**config.mk**
```make
export PLATFORM = sky130hd
export DESIGN_NAME = locked_command_decoder_flat
export DESIGN_NICKNAME = d
export VERILOG_FILES = /design/src/design/lcd_pkg.sv /design/src/design/lcd_cmd_if.sv /design/src/design/lcd_res_if.sv /design/src/design/lcd_decode.sv /design/src/design/lcd_out.sv /design/src/design/locked_command_decoder.sv /design/src/flat_wrapper.sv
export SDC_FILE = /design/constraint.sdc
export NUM_CORES = 1
export LEC_CHECK = 0
export BUFFER_PORTS_ARGS = -buffer_cell sky130_fd_sc_hd__buf_2
export CORE_UTILIZATION = 51
export CTS_CLUSTER_SIZE = 20
export DETAILED_ROUTE_END_ITERATION = 10
export GPL_TIMING_DRIVEN = 0
export MAX_ROUTING_LAYER = met4
export PLACE_DENSITY = 0.75
export REMOVE_ABC_BUFFERS = 1
export SLEW_MARGIN = 20
export SYNTH_ARGS = -nofsm -noshare
export SYNTH_HDL_FRONTEND = slang
export SYNTH_HIERARCHICAL = 1
export SYNTH_SLANG_ARGS = --single-unit
```
**constraint.sdc**
```tcl
create_clock -name clk_i -period 4.8 [get_ports clk_i]
set_input_delay 0 -clock clk_i [delete_from_list [all_inputs] [get_ports clk_i]]
set_output_delay 0 -clock clk_i [all_outputs]
set_load 0.03 [all_outputs]
```
**src/design/lcd_pkg.sv**
```systemverilog
package lcd_pkg;

  // Field widths fixed by the command and result formats.
  localparam int unsigned CmdW   = 16;
  localparam int unsigned AddrW  = 7;
  localparam int unsigned CapW   = 5;
  localparam int unsigned ChanW  = 2;
  localparam int unsigned NotchW = 3;

  // Number of capacitor switches on the node.
  localparam int unsigned NumChannels = 3;

  // Special command words.
  localparam logic [CmdW-1:0] UnlockWord = 16'hD00D;
  localparam logic [CmdW-1:0] RelockWord = 16'hFFFF;

  // Capacitor subcommand code that copies current settings into the defaults.
  localparam logic [1:0] SubCopyDefaults = 2'b11;

  // Node address after reset.
  localparam logic [AddrW-1:0] NodeAddrReset = 7'd1;

  typedef logic [NumChannels-1:0][CapW-1:0] cap_vec_t;

  // One decoded command: either a single result or the relock load burst.
  typedef struct packed {
    logic                relock;
    logic                cap_load;
    logic [ChanW-1:0]    cap_channel;
    logic [CapW-1:0]     cap_value;
    cap_vec_t            reload;
    logic [NotchW-1:0]   notch_on;
    logic                is_unlocked;
  } grp_t;

endpackage

```
**src/design/lcd_cmd_if.sv**
```systemverilog
interface lcd_cmd_if;
  logic                        valid;
  logic                        ready;
  logic [lcd_pkg::CmdW-1:0]    command_word;

  modport source (output valid, output command_word, input ready);
  modport sink (input valid, input command_word, output ready);
endinterface

```
**src/design/lcd_res_if.sv**
```systemverilog
interface lcd_res_if;
  logic                          valid;
  logic                          ready;
  logic                          cap_load;
  logic [lcd_pkg::ChanW-1:0]     cap_channel;
  logic [lcd_pkg::CapW-1:0]      cap_value;
  logic [lcd_pkg::NotchW-1:0]    notch_on;
  logic                          is_unlocked;
  logic                          last;

  modport source (output valid, output cap_load, output cap_channel, output cap_value,
                  output notch_on, output is_unlocked, output last, input ready);
  modport sink (input valid, input cap_load, input cap_channel, input cap_value,
                input notch_on, input is_unlocked, input last, output ready);
endinterface

```
**src/design/lcd_decode.sv**
```systemverilog
module lcd_decode (
  input  logic                       clk_i,
  input  logic                       rst_ni,
  input  logic                       cfg_we_i,
  input  logic [lcd_pkg::AddrW-1:0]  cfg_wdata_i,
  lcd_cmd_if.sink                    cmd_i,
  output logic                       grp_valid_o,
  output lcd_pkg::grp_t              grp_o,
  input  logic                       grp_take_i
);
  import lcd_pkg::*;

  logic                in_valid_q;
  logic [CmdW-1:0]     word_q;
  logic [AddrW-1:0]    node_q;
  logic                unlocked_q, unlocked_d;
  logic [NotchW-1:0]   notch_q, notch_d;
  cap_vec_t            cap_q, cap_d;
  cap_vec_t            dflt_q, dflt_d;
  logic [7:0]          lo;
  logic [ChanW-1:0]    ch;
  logic                addressed;
  grp_t                grp;

  // Input register: refilled whenever it is empty or its word moves on.
  assign cmd_i.ready = !in_valid_q || grp_take_i;

  always_ff @(posedge clk_i or negedge rst_ni) begin
    if (!rst_ni) begin
      in_valid_q <= 1'b0;
    end else if (cmd_i.ready) begin
      in_valid_q <= cmd_i.valid;
    end
  end

  always_ff @(posedge clk_i) begin
    if (cmd_i.ready && cmd_i.valid) begin
      word_q <= cmd_i.command_word;
    end
  end

  // Node address register.
  always_ff @(posedge clk_i or negedge rst_ni) begin
    if (!rst_ni) begin
      node_q <= NodeAddrReset;
    end else if (cfg_we_i) begin
      node_q <= cfg_wdata_i;
    end
  end

  assign lo        = word_q[7:0];
  assign ch        = lo[6:5];
  assign addressed = !word_q[CmdW-1] && ((word_q[14:8] & node_q) != '0);

  // Decode the held word against the current state.
  always_comb begin
    unlocked_d      = unlocked_q;
    notch_d         = notch_q;
    cap_d           = cap_q;
    dflt_d          = dflt_q;
    grp.relock      = 1'b0;
    grp.cap_load    = 1'b0;
    grp.cap_channel = '0;
    grp.cap_value   = '0;
    grp.reload      = dflt_q;

    if (!unlocked_q) begin
      if (word_q == UnlockWord) begin
        unlocked_d = 1'b1;
      end
    end else if (word_q == RelockWord) begin
      unlocked_d = 1'b0;
      notch_d    = '0;
      cap_d      = dflt_q;
      grp.relock = 1'b1;
    end else if (addressed) begin
      if (lo[7]) begin
        notch_d = (notch_q & ~lo[5:3]) | (lo[2:0] & lo[5:3]);
      end else if (ch == SubCopyDefaults) begin
        dflt_d = cap_q;
      end else if (ch < ChanW'(NumChannels)) begin
        for (int i = 0; i < NumChannels; i++) begin
          if (ch == ChanW'(i)) begin
            cap_d[i] = lo[CapW-1:0];
          end
        end
        grp.cap_load    = 1'b1;
        grp.cap_channel = ch;
        grp.cap_value   = lo[CapW-1:0];
      end
    end

    grp.notch_on    = notch_d;
    grp.is_unlocked = unlocked_d;
  end

  // State commits when the decoded group enters the result stage.
  always_ff @(posedge clk_i or negedge rst_ni) begin
    if (!rst_ni) begin
      unlocked_q <= 1'b0;
      notch_q    <= '0;
      cap_q      <= '0;
      dflt_q     <= '0;
    end else if (grp_take_i) begin
      unlocked_q <= unlocked_d;
      notch_q    <= notch_d;
      cap_q      <= cap_d;
      dflt_q     <= dflt_d;
    end
  end

  assign grp_valid_o = in_valid_q;
  assign grp_o       = grp;

endmodule

```
**src/design/lcd_out.sv**
```systemverilog
module lcd_out (
  input  logic           clk_i,
  input  logic           rst_ni,
  input  logic           grp_valid_i,
  input  lcd_pkg::grp_t  grp_i,
  output logic           grp_take_o,
  lcd_res_if.source      res_o
);
  import lcd_pkg::*;

  logic               out_valid_q;
  logic [ChanW-1:0]   beat_q;
  grp_t               grp_q;
  logic               last_beat;
  logic               free;

  // A relock group spans one beat per channel; every other group is one beat.
  assign last_beat  = !grp_q.relock || (beat_q == ChanW'(NumChannels - 1));
  assign free       = !out_valid_q || (res_o.ready && last_beat);
  assign grp_take_o = grp_valid_i && free;

  always_ff @(posedge clk_i or negedge rst_ni) begin
    if (!rst_ni) begin
      out_valid_q <= 1'b0;
      beat_q      <= '0;
    end else if (free) begin
      out_valid_q <= grp_valid_i;
      beat_q      <= '0;
    end else if (res_o.ready) begin
      beat_q <= beat_q + 1'b1;
    end
  end

  always_ff @(posedge clk_i) begin
    if (grp_take_o) begin
      grp_q <= grp_i;
    end
  end

  // Result fields for the current beat.
  assign res_o.valid       = out_valid_q;
  assign res_o.cap_load    = grp_q.relock || grp_q.cap_load;
  assign res_o.cap_channel = grp_q.relock ? beat_q : grp_q.cap_channel;
  assign res_o.cap_value   = grp_q.relock ? grp_q.reload[beat_q] : grp_q.cap_value;
  assign res_o.notch_on    = grp_q.notch_on;
  assign res_o.is_unlocked = grp_q.is_unlocked;
  assign res_o.last        = last_beat;

`ifndef SYNTHESIS
  // The beat counter stays within the channel range.
  a_beat_range: assert property (@(posedge clk_i) disable iff (!rst_ni)
    out_valid_q |-> (beat_q <= ChanW'(NumChannels - 1)))
    else $error("beat counter out of range");

  // Single-result groups never advance past their first beat.
  a_single_beat: assert property (@(posedge clk_i) disable iff (!rst_ni)
    (out_valid_q && !grp_q.relock) |-> (beat_q == '0))
    else $error("single-result group advanced its beat");

  // A taken non-final relock beat is followed by the next channel.
  a_beat_step: assert property (@(posedge clk_i) disable iff (!rst_ni)
    (out_valid_q && res_o.ready && !last_beat) |=>
      (out_valid_q && beat_q == $past(beat_q) + 1'b1))
    else $error("relock burst skipped or lost a beat");
`endif

endmodule

```
**src/design/locked_command_decoder.sv**
```systemverilog
// Command decoder for one node, locked after reset.
// cmd_i is a valid/ready channel carrying one 16-bit command word per
// transaction. res_o is a valid/ready channel of result transactions; each
// command yields one result, except a relock, which yields one capacitor load
// per channel in channel order, with last set on the final one.
// cfg_we_i/cfg_wdata_i write the 7-bit node address; write only while idle.
// A command accepted on cmd_i sits in the input register, where it is decoded,
// then moves into the result register and is presented from there once the
// result stage is free.
// Throughput: one command per cycle for single-result commands while the
// receiver takes each result. A relock holds the result register for one
// load beat per channel, stepped by the beat counter in the result stage.
// Reset clears the node address to 1, locks the decoder, turns all notches
// off and zeroes the capacitor and default settings. No clearing pass.
// When the receiver stalls, the result register holds its transaction, the
// input register fills with the next command, and cmd_i.ready then drops
// until the result stage frees up.
module locked_command_decoder (
  input  logic                       clk_i,
  input  logic                       rst_ni,
  input  logic                       cfg_we_i,
  input  logic [lcd_pkg::AddrW-1:0]  cfg_wdata_i,
  lcd_cmd_if.sink                    cmd_i,
  lcd_res_if.source                  res_o
);
  import lcd_pkg::*;

  logic  grp_valid;
  logic  grp_take;
  grp_t  grp;

  lcd_decode u_decode (
    .clk_i       (clk_i),
    .rst_ni      (rst_ni),
    .cfg_we_i    (cfg_we_i),
    .cfg_wdata_i (cfg_wdata_i),
    .cmd_i       (cmd_i),
    .grp_valid_o (grp_valid),
    .grp_o       (grp),
    .grp_take_i  (grp_take)
  );

  lcd_out u_out (
    .clk_i       (clk_i),
    .rst_ni      (rst_ni),
    .grp_valid_i (grp_valid),
    .grp_i       (grp),
    .grp_take_o  (grp_take),
    .res_o       (res_o)
  );

endmodule
```
**src/flat_wrapper.sv**
```systemverilog
// flat-port wrapper written by rule: the top's interface ports become plain ports
module locked_command_decoder_flat import lcd_pkg::*;
  (clk_i, rst_ni, cfg_we_i, cfg_wdata_i, cmd_i_valid, cmd_i_command_word, cmd_i_ready, res_o_valid, res_o_cap_load, res_o_cap_channel, res_o_cap_value, res_o_notch_on, res_o_is_unlocked, res_o_last, res_o_ready);
  lcd_cmd_if cmd_i_i ();
  lcd_res_if res_o_i ();
  input  logic clk_i;
  input  logic rst_ni;
  input  logic cfg_we_i;
  input  logic [lcd_pkg::AddrW-1:0] cfg_wdata_i;
  input wire logic [$bits(cmd_i_i.valid)-1:0] cmd_i_valid;
  input wire logic [$bits(cmd_i_i.command_word)-1:0] cmd_i_command_word;
  output wire logic [$bits(cmd_i_i.ready)-1:0] cmd_i_ready;
  output wire logic [$bits(res_o_i.valid)-1:0] res_o_valid;
  output wire logic [$bits(res_o_i.cap_load)-1:0] res_o_cap_load;
  output wire logic [$bits(res_o_i.cap_channel)-1:0] res_o_cap_channel;
  output wire logic [$bits(res_o_i.cap_value)-1:0] res_o_cap_value;
  output wire logic [$bits(res_o_i.notch_on)-1:0] res_o_notch_on;
  output wire logic [$bits(res_o_i.is_unlocked)-1:0] res_o_is_unlocked;
  output wire logic [$bits(res_o_i.last)-1:0] res_o_last;
  input wire logic [$bits(res_o_i.ready)-1:0] res_o_ready;
  assign cmd_i_i.valid = cmd_i_valid;
  assign cmd_i_i.command_word = cmd_i_command_word;
  assign cmd_i_ready = cmd_i_i.ready;
  assign res_o_valid = res_o_i.valid;
  assign res_o_cap_load = res_o_i.cap_load;
  assign res_o_cap_channel = res_o_i.cap_channel;
  assign res_o_cap_value = res_o_i.cap_value;
  assign res_o_notch_on = res_o_i.notch_on;
  assign res_o_is_unlocked = res_o_i.is_unlocked;
  assign res_o_last = res_o_i.last;
  assign res_o_i.ready = res_o_ready;
  locked_command_decoder u_core (.clk_i(clk_i), .rst_ni(rst_ni), .cfg_we_i(cfg_we_i), .cfg_wdata_i(cfg_wdata_i), .cmd_i(cmd_i_i), .res_o(res_o_i));
endmodule
```
Yosys cells after proc, flatten, opt, wreduce, memory -nomap -nowiden. Cells that the tools add are included.

Add/subtract/negate cells: 1. Magnitude comparators: 2. Equal/unequal tests: 8. Multiplexer cells: 23. Bitwise operators: 10. Reduce and logical (&&, ||, !) cells: 26.

Operators by type and width (number): $mux 15 (5); $eq 16x16->1 const B (2); $mux 5 (5); $reduce_and 7->1 (3); $mux 3 (4); $reduce_bool 2->1 (6); $bmux 5 s2 (1); $mux 8 (1); $and 7x7->7 (1); $reduce_bool 7->1 (1); $and 3x3->3 (2); $eq 2x2->1 const B (3); $mux 2 (3); $reduce_and 6->1 (1); $reduce_or 6->1 (1); $not 1->1 (5); $reduce_or 5->1 (1); $logic_and 1x1->1 (4); $logic_not 1->1 (4); $logic_or 1x1->1 (4); $mux 1 (4); $lt 2x3->1 const B (1); $not 3->3 (1); $or 3x3->3 (1); other kinds (6) (6).

Register bits after elaboration: 89. Input port bits: 28. Output and inout bits: 15. Logic and storage cells: 92.

Logic depth before layout (Yosys ltp).
Depth after elaboration: 7. Gate-level depth with buffers: 11. Depth with buffers taken out: 9.

Modules after synthesis. Netlist, hierarchy kept.

By module, submodules not included: lcd_decode (instances 1, cells each 204, area each 2606.2 um2, sequential area each 1532.7 um2); lcd_out (instances 1, cells each 78, area each 1260.0 um2, sequential area each 915.9 um2).

Least setup slack after synthesis. Ideal clock, no wire load.

Path type: register -> register. Start point: reg u_core.u_out.beat_q[0]. End point: reg u_core.u_decode.word_q[0] (enable). Arrival: 3.035 ns. Data required time: 4.426 ns. Path slack: 1.392 ns. Cell stages (with the launch flop): 9. Path through: dfrtp_1 clkbuf_2 bufinv_8 ha_1 nand2b_1 a21bo_1 and2_1 nand2b_1 and2_1.

Word-level cells in the longest chain between the ends: 7.

Ends and longest elaborated chain: start, declared (RTL line lcd_out.sv:12) `logic [ChanW-1:0] beat_q;`; start signal, assigned (RTL line lcd_out.sv:30) `beat_q <= beat_q + 1'b1;`; $eq 2x2->1 (RTL line lcd_out.sv:18) `assign last_beat = !grp_q.relock || (beat_q == ChanW'(NumChannels - 1));`; $logic_or 1x1->1 (RTL line lcd_out.sv:18); via res_o_last (RTL line flat_wrapper.sv:19) `output wire logic [$bits(res_o_i.last)-1:0] res_o_last;`; $logic_and 1x1->1 (RTL line lcd_out.sv:19) `assign free = !out_valid_q || (res_o.ready && last_beat);`; $logic_or 1x1->1 (RTL line lcd_out.sv:19); $logic_and 1x1->1 (RTL line lcd_out.sv:20) `assign grp_take_o = grp_valid_i && free;`; via u_core.grp_take (RTL line locked_command_decoder.sv:29) `logic grp_take;`; $logic_or 1x1->1 (RTL line lcd_decode.sv:26) `assign cmd_i.ready = !in_valid_q || grp_take_i;`; via cmd_i_ready (RTL line flat_wrapper.sv:12) `output wire logic [$bits(cmd_i_i.ready)-1:0] cmd_i_ready;`; $logic_and 1x1->1 (RTL line lcd_decode.sv:37) `if (cmd_i.ready && cmd_i.valid) begin`; end signal, assigned (RTL line lcd_decode.sv:38) `word_q <= cmd_i.command_word;`; end, declared (RTL line lcd_decode.sv:14) `logic [CmdW-1:0] word_q;`.

The timed path passes the listed nets, and every way through them passes these cells. A chain may end at the register's enable or synchronous reset.

Final worst setup path.
Start point: reg u_core.u_out.beat_q[1]. End point: reg u_core/u_decode/cap_q[0] (netlist bit).

Word-level cells in the longest chain between the ends: 6.

Ends and longest elaborated chain: $eq 2x2->1 (RTL line lcd_out.sv:18); $logic_or 1x1->1 (RTL line lcd_out.sv:18); $logic_and 1x1->1 (RTL line lcd_out.sv:19); $logic_or 1x1->1 (RTL line lcd_out.sv:19); $logic_and 1x1->1 (RTL line lcd_out.sv:20); via u_core.grp_take (RTL line locked_command_decoder.sv:29); $reduce_and 7->1 (no line); end signal, assigned (RTL line lcd_decode.sv:107) `cap_q <= cap_d;`; end, declared (RTL line lcd_decode.sv:18) `cap_vec_t cap_q, cap_d;`.

The timed path passes the listed nets, and every way through them passes these cells.

==> impl_metrics.json <==
{
  "io_buffers": 42,
  "ys_seq_area_frac": 0.6333,
  "synth_ff_type": "edfxtp_1",
  "synth_edf_count": 44,
  "drc": 0,
  "max_freq_mhz": 291.4,
  "synthToLayoutAreaGrowth_pct": 18.84,
  "place_ws_ns": 1.368,
  "fin_nets": 377,
  "hp-start": "cfg_we_i",
  "grt_overflow": 0,
  "synth-async-reset-ratio": 0.5056,
  "cp-end-kind": "flip-flop",
  "worst_slack_ns": 1.368,
  "cts_buffers": 9,
  "cts-resized-gates": 0,
  "avgSynthCellArea_sq_um": 13.71,
  "drv_slew": 0,
  "grt_pass1_vias": 2364,
  "hold_path_class": "input pin to flip-flop",
  "num_vias": 2431,
  "layout-drive-gt1-share": 0.2748,
  "slew_headroom": 0.4427,
  "gp_congestion": 0.8522,
  "ys.warnings.count": 6,
  "syn_inst": 282,
  "fin_crit_ns": 3.432,
  "clock_path_buffers": 2,
  "finalSetupTns_ns": 0,
  "cts.sinks": 89,
  "grtUsageTotal": 0.2021,
  "power.leakage_nw": 1.921,
  "vias_per_cell": 5.378,
  "nFillCells": 562,
  "synth_top_area_frac": 0.3417,
  "cp-start-kind": "flip-flop",
  "r2r_start": "u_core/u_out/beat_q[1]$_DFFE_PN0P_",
  "synth.distinct_cells": 45,
  "antenna_found_initial": 0,
  "worst_pin_slew_ns": 0.8351,
  "worstSkewPairLatency_ns": 0.35,
  "netlist_area_sq_um": 3866,
  "fp.dieArea_sq_um": 7933,
  "setup_violations": 0,
  "p_per_area_nw_per_um2": 354.7,
  "status": "finished clean",
  "grt_setup_unrepaired": "no",
  "path_clk_slew_ns": 0.09,
  "synth_largest_area_cell": "edfxtp_1",
  "initial_core_util": 0.5302,
  "ios": 43,
  "ant_nets": 0,
  "fin_crit_sh": 0.7150,
  "cts_tree": "built",
  "grt_pass1_wl_microns": 11150,
  "antennaDiodeCount": 0,
  "die_x_microns": 89.07,
  "root_buffer": "clkbuf_8",
  "critPathArrivalTime_ns": 3.70,
  "placementRows": 31,
  "cp.required_ns": 5.07,
  "routed_wl_microns": 7241,
  "fin_skew_ns": 0.007027,
  "hold_viol_final": 0,
  "ir_drop_uv": 225.1,
  "critPathMaxFanout": 33,
  "die_h_microns": 89.07,
  "multiInputGateArea_sq_um": 1241,
  "drt-initial-drc-count": 194,
  "cts_max_level": 3,
  "coreArea_sq_um": 7292,
  "maxCapViolations": 0,
  "wl_per_cell_microns": 16.02,
  "grt_start_max_net_pins": 46,
  "ys_ff_latch": 89,
  "crit_start": "u_core/u_out/beat_q[1]$_DFFE_PN0P_",
  "drtPass1Iterations": 4,
  "ff_latch_area_sq_um": 2449,
  "yosys-top-cells-count": "dfrtp_1 (44), edfxtp_1 (44), mux2_2 (23)",
  "netlist_top_cells_area": "edfxtp_1 (34%), dfrtp_1 (28%), mux2_2 (6.7%), mux2i_1 (3.9%), a21oi_1 (2.5%)",
  "critPathKind": "flip-flop to flip-flop",
  "dp_hpwl_microns": 4663
}
cells by family after synthesis:
family                     Yosys count  synth area share
adders and majority gates            1          0.003236
buffers and inverters               34           0.04595
muxes                               44            0.1262
AOI/OAI and AO/OA                   46           0.08350
and+or+nand+nor                     68            0.1078
DFF                                 89            0.6333
worst paths after layout:
check,to,slack [ns],depth (start not counted)
worst max-delay path,u_core/u_decode/cap_q[0]$_DFFE_PN0P_,1.37,8
worst min-delay path,u_core/u_decode/node_q[3]$_DFFE_PN0P_,0.02,2
worst max register to register,u_core/u_decode/cap_q[0]$_DFFE_PN0P_,1.37,8
worst min register to register,u_core/u_out/grp_q[11]$_DFFE_PP_,0.48,0
max in group asynchronous,u_core/u_out/res_o.valid$_DFFE_PN0P_,4.24,2
min in group asynchronous,u_core/u_decode/cap_q[14]$_DFFE_PN0P_,0.18,2
critical path, stage by stage (launching register included):
cell and delay, ns:
dfrtp_1 0.67, ha_1 0.23, nand2b_1 0.16, a21bo_1 0.15, and2_2 0.63, and2_0 0.46
nand4_1 0.37, a21oi_4 0.40, mux2i_1 0.28
sequential cells by signal, summed over array words and instances (netlist names):
name and cells:
u_core/u_decode/cap_q 15, u_core/u_decode/grp_o 15, u_core/u_decode/grp_valid_o 1, u_core/u_decode/node_q 7
u_core/u_decode/notch_q 3, u_core/u_decode/unlocked_q 1, u_core/u_decode/word_q 16, u_core/u_out/beat_q 2
u_core/u_out/grp_q 24, u_core/u_out/res_o.is_unlocked 1, u_core/u_out/res_o.notch_on 3, u_core/u_out/res_o.valid 1
power by group:
group	switching (mW)	internal [mW]
Clock	0.265	0.245
Sequential	0.0432	0.861
Combinational	0.126	0.0899
Total	0.434	1.20
placed cells by master (no fill, tap or decap), types with 9 or more instances in the layout:
| cell | Yosys | routed |
|---|---|---|
| inv_1 | 18 | 18 |
| nand2_1 | 9 | 9 |
| clkbuf_8 | 0 | 9 |
| edfxtp_1 | 44 | 44 |
| dlygate4sd3_1 | 0 | 26 |
| a21oi_1 | 19 | 19 |
| mux2i_1 | 15 | 15 |
| mux2_2 | 23 | 23 |
| nor2_1 | 9 | 9 |
| buf_2 | 7 | 41 |
| dfrtp_1 | 44 | 44 |
metal layers:
metal	GRT usage	share of wire	up-vias
met5	-	0	-
met3	0.03970	0.048	11
met1	0.2520	0.45	1174
li1	-	-	1155
met4	0.08225	0.015	0
met2	0.3266	0.49	91
cell type report:
cell class                 count  share of cell area
clock buffer                   9             0.02696
clock inverter                 7             0.01661
inverter                      19             0.01852
multi-input combinational    159              0.2702
sequential                    89              0.5330
tap                           99             0.02696
timing repair buffer          70              0.1078
per-stage QoR:
step | hold WS [ns] | cells | cell area, sq um | total power [mW] | utilization
2_1_floorplan | -0.2956 | 267 | 3774 | 1.045 | -
3_3_place_gp | 0.1773 | 408 | 4108 | 1.115 | 0.5633
3_5_place_dp | 0.1781 | 410 | 4131 | 1.120 | 0.5666
4_1_cts | 0.002937 | 452 | 4592 | 1.645 | 0.6297
5_1_grt | 0.01589 | 452 | 4594 | 1.701 | 0.6301
6_report | 0.01861 | 452 | 4594 | 1.630 | 0.6301
repair_timing:
item                                    CTS  global route
endpoints found under the hold margin    71             0
hold buffers                             26             0
setup buffers                             0             0
endpoints found under the setup margin    0             0
Power figures use the tool's default switching activity.
